`src/sv/pic_pkg.sv`:
```
`timescale 1ns / 1ps
`default_nettype none

package pic_pkg;

    localparam int NUM_SOURCES   = 256;
    localparam int NUM_CONTEXTS  = 4;
    localparam int PRIORITY_BITS = 3;

    // Scan geometry: eight sources per memory row.
    localparam int LANES     = 8;
    localparam int LANE_BITS = $clog2(LANES);
    localparam int ROWS      = NUM_SOURCES / LANES;
    localparam int ROW_BITS  = $clog2(ROWS);
    localparam int ID_BITS   = $clog2(NUM_SOURCES);
    localparam int CTX_BITS  = $clog2(NUM_CONTEXTS);
    localparam int WORDS     = (NUM_SOURCES + 31) / 32;

    localparam int ADDR_BITS = 26;

    localparam logic [ADDR_BITS-1:0] PRIO_END    = ADDR_BITS'(4 * NUM_SOURCES);
    localparam logic [ADDR_BITS-1:0] PEND_BASE   = ADDR_BITS'(32'h1000);
    localparam logic [ADDR_BITS-1:0] PEND_END    = ADDR_BITS'(32'h1000 + 4 * WORDS);
    localparam logic [ADDR_BITS-1:0] ENABLE_BASE = ADDR_BITS'(32'h2000);
    localparam logic [ADDR_BITS-1:0] ENABLE_END  =
        ADDR_BITS'(32'h2000 + 32'h80 * NUM_CONTEXTS);
    localparam logic [ADDR_BITS-1:0] CTX_BASE    = ADDR_BITS'(32'h200000);
    localparam logic [ADDR_BITS-1:0] CTX_END     =
        ADDR_BITS'(32'h200000 + 32'h1000 * NUM_CONTEXTS);
    localparam logic [11:0]          OFF_THRESH  = 12'h000;
    localparam logic [11:0]          OFF_CLAIM   = 12'h004;

    typedef enum logic [1:0] {
        ACT_READ  = 2'd0,
        ACT_WRITE = 2'd1,
        ACT_LEVEL = 2'd2,
        ACT_NONE  = 2'd3
    } action_t;

    typedef enum logic [2:0] {
        ST_IDLE,
        ST_PRIO,
        ST_SCAN,
        ST_DRAIN,
        ST_OUT
    } state_t;

    // Running arbitration result of one context.
    typedef struct packed {
        logic [PRIORITY_BITS-1:0] top;
        logic [ID_BITS-1:0]       pick;
    } best_t;

endpackage

`default_nettype wire

```
`src/sv/pic_arb.sv`:
```
`timescale 1ns / 1ps
`default_nettype none

// One row of eight sources against the running best of every context.
module pic_arb (
    input  logic [pic_pkg::ROW_BITS-1:0]                        row,
    input  logic [pic_pkg::LANES*pic_pkg::PRIORITY_BITS-1:0]    prio,
    input  logic [pic_pkg::LANES-1:0]                           pend,
    input  logic [pic_pkg::NUM_CONTEXTS-1:0][pic_pkg::LANES-1:0] en,
    input  pic_pkg::best_t [pic_pkg::NUM_CONTEXTS-1:0]          best_in,
    output pic_pkg::best_t [pic_pkg::NUM_CONTEXTS-1:0]          best_out
);

    always_comb
    begin
        pic_pkg::best_t                   b;
        logic [pic_pkg::PRIORITY_BITS-1:0] p;
        for (int c = 0; c < pic_pkg::NUM_CONTEXTS; c++)
        begin
            b = best_in[c];
            // ascending id, strict compare keeps the lowest id on ties
            for (int l = 0; l < pic_pkg::LANES; l++)
            begin
                p = prio[l*pic_pkg::PRIORITY_BITS +: pic_pkg::PRIORITY_BITS];
                if (pend[l] && en[c][l] && (p > b.top))
                begin
                    b.top  = p;
                    b.pick = {row, pic_pkg::LANE_BITS'(l)};
                end
            end
            best_out[c] = b;
        end
    end

endmodule

`default_nettype wire

```
`config.mk`:
```
export PLATFORM = sky130hd
export DESIGN_NAME = pic_arb
export DESIGN_NICKNAME = d
export VERILOG_FILES = /design/src/sv/pic_pkg.sv /design/src/sv/pic_arb.sv
export SDC_FILE = /design/constraint.sdc
export NUM_CORES = 1
export LEC_CHECK = 0
export BUFFER_PORTS_ARGS = -buffer_cell sky130_fd_sc_hd__buf_2
export CORE_MARGIN = 4
export CORE_UTILIZATION = 45
export DETAILED_ROUTE_END_ITERATION = 16
export PLACE_DENSITY = 0.83
export SLEW_MARGIN = 40
export SYNTH_ARGS = -nofsm -noshare
export SYNTH_HDL_FRONTEND = slang
export SYNTH_SLANG_ARGS = --single-unit
```
`constraint.sdc`:
```
create_clock -name vclk -period 25.4
set_clock_uncertainty 0.15 [all_clocks]
set_input_delay 7.62 -clock vclk [all_inputs]
set_output_delay 7.62 -clock vclk [all_outputs]
set_load 0.02 [all_outputs]
```
==> impl_metrics.csv <==
group,metric,value,unit
run_status,outcome,"finished, violations left",
run_status,violations,"setup timing",
layout,syn2layout_area_growth,65.11,%
die,initial_utilization,0.4589,
die,core,0.01028,mm^2
global_routing,overflow,0,
global_routing,antenna_found_initial,2,
layout,clkbuf_count,0,
die,die_x,110.4,um
synthesis,synth_top_area_frac,0.1486,
setup_path,end_kind,"output pin",
pwr,leakage,3.707,nW
placement,placed_area,0.006444,mm^2
setup_path,crit_end,"best_out[4]",
synthesis,synth_fp_nets,865,
timing,report.final.slew_viol_count,0,
setup_path,path_depth,55,
setup_path,cp_max_fo,8,
routing,drt-initial-drc-count,1331,
setup_path,required,17.63,ns
layout,fin_area,0.007786,mm^2
layout,mostFrequentLayoutCells,"176 x buf_4, 140 x buf_2, 59 x nand2_1",
timing,final.period_utilization,1.020,
timing,setup_ws,-0.5159,ns
timing,fmax,38.59,MHz
pwr,power_density,40.21,mW/mm^2
hold_path,hp-class,"input pin to output pin",
global_routing,track_usage,0.3071,
placement,dpl.hpwl,15.04,mm
synthesis,yosys.cell_types.count,87,
routing,wire_per_inst,21.24,um
synthesis,yosysWarnings,0,
timing,hold_viol_final,0,
setup_path,cpMostUsedCell,"ha_1",
setup_path,crit_path_start,"prio[1]",
placement,place_ws,-0.5499,ns
timing,fin_crit,25.92,ns
setup_path,cp-start-kind,"input pin",
synthesis,synth_area,0.004716,mm^2
global_routing,grt_max_degree,22,
die,dieArea,0.01218,mm^2
placement,routabilityCongestion,0.9544,
timing,setup_viol,21,
synthesis,synthCells,696,
layout,layout-drive-gt1-share,0.4985,
setup_path,worst-path-buf-inv,7,
setup_path,cpMaxStageDelayCell,"or4b_4",
synthesis,syn_avg_cell_area,6.776,um^2
timing,rsz0062_at_grt,"yes",
timing,worst_pin_slew,0.6628,ns
layout,seq_area,0,um^2
layout,layout_commonest_cell,"buf_4",
global_routing,grt_pass1_vias,6672,
layout,nFlopsAndLatches,0,
timing,slew_headroom,0.5467,
routing,routed_wl,24.32,mm
synthesis,synth_top_area_cell,"ha_1",
pwr,ir_worst_vdd,22.33,uV
global_routing,grt_pass1_wl,30.81,mm
setup_path,cp_top_family,"compound AO/OA/AOI/OAI gates",
placement,numPortBuffers,157,
routing,firstDrtPassIters,8,
setup_path,arrival,18.15,ns
routing,via_count,7852,
setup_path,worstSetupPathType,"input pin to output pin",
routing,ant_nets,0,
routing,drc_errors,0,
die,dieHeight,110.4,um
die,row_count,37,
routing,via_per_inst,6.858,
die,num_io_pins,157,
clock_network,holdBufCountCts,0,
layout,nets,1178,
synthesis,yosysSeqAreaShare,0,
setup_path,cpPeakStageDelay,0.53,ns
synthesis,synth.area.top_cells,"ha_1 15%, nand2_1 5.1%, nor2_1 5.1%, nand3_1 4.7%, a21oi_1 4.6%",
flow_run,cap_viol_max_count,0,
==> tightest hold or removal path, delay by kind of cell <==
kind,cells,cell delay (ns)
muxes,1,0.13
buffers and inverters,2,0.18
==> routing by layer <==
metal | track usage | wire length (um) | vias to the layer above
li1 | - | - | 3347
met1 | 0.3860 | 8243 | 3494
met2 | 0.5394 | 10850 | 751
met3 | 0.02679 | 3256 | 260
met4 | 0.1214 | 1977 | 0
met5 | 0 | 0 | -
==> worst min path at each step <==
stage,start,end,slack (ns),cells past startpoint
floorplan,best_in[14],best_out[14],15.25,1
global placement,best_in[5],best_out[5],15.41,3
detailed placement,best_in[2],best_out[2],15.42,3
CTS,best_in[18],best_out[18],15.40,3
global route,best_in[18],best_out[18],15.41,3
finish,best_in[18],best_out[18],15.40,3
==> cells in the mapped netlist (all sizes together), types with 3 or more instances <==
cell type / n
nand2: 65
nor2: 64
ha: 56
o21ai: 49
a21oi: 46
inv: 44
nand3: 44
mux2: 28
a31oi: 22
nor3: 22
clkbuf: 20
and3: 16
a211oi: 14
a21o: 13
and2: 11
nand4: 11
maj3: 10
nor2b: 10
o211ai: 10
a311oi: 9
mux2i: 9
a22oi: 7
nand2b: 7
o2111ai: 6
o21a: 6
o31ai: 6
a2111oi: 5
a211o: 5
or2: 5
or3: 5
a21boi: 4
and4: 4
buf: 4
o2111a: 4
o211a: 4
o22ai: 4
a221oi: 3
a2bb2oi: 3
a32o: 3
o21bai: 3
o221ai: 3
o311a: 3
==> cell families (layout without fill, tap and decap cells) <==
logic type      count (synthesis)  after routing  share of synthesized area
mux                            37             37                    0.08994
fa+ha+maj                      66             66                     0.1709
other cells                     0              2                          0
buf+inv                        68            379                    0.05625
compound gates                247            247                     0.3815
simple gates                  278            278                     0.3014
==> what timing repair did <==
action,4_1_cts,5_1_grt
endpoints found under the setup margin,27,44
pin swaps,46,58
gates resized for setup,73,112
buffers inserted,44,27
==> metrics by stage <==
step	util	instances	power (W)	setup TNS (ns)	hold slack (ns)
CTS	0.6874	1116	0.0002584	-1.374	15.40
global placement	0.6270	1072	0.0002228	-0.7424	15.41
detailed placement	0.6270	1072	0.0002289	-6.961	15.42
global route	0.7576	1145	0.0003313	-18.59	15.41
floorplan	-	696	0.0001438	0	15.25
finish	0.7576	1145	0.0003131	-6.149	15.40
==> layout make-up <==
class	instances	area, um^2
repair buffers	335	2253
inverters	44	177.7
multi-input cells	628	5180
well taps	136	170.2
diodes	2	5.005
fillers	625	2491
==> power breakdown <==
part	switching [W]	leakage, nW	internal, W	total [W]
clock	0	0.0000127	0.0000000000105	0.0000000000105
combinational	0.000163	3.71	0.000150	0.000313
sequential	0	0	0	0
No activity file was read; power rests on OpenSTA's default activity.
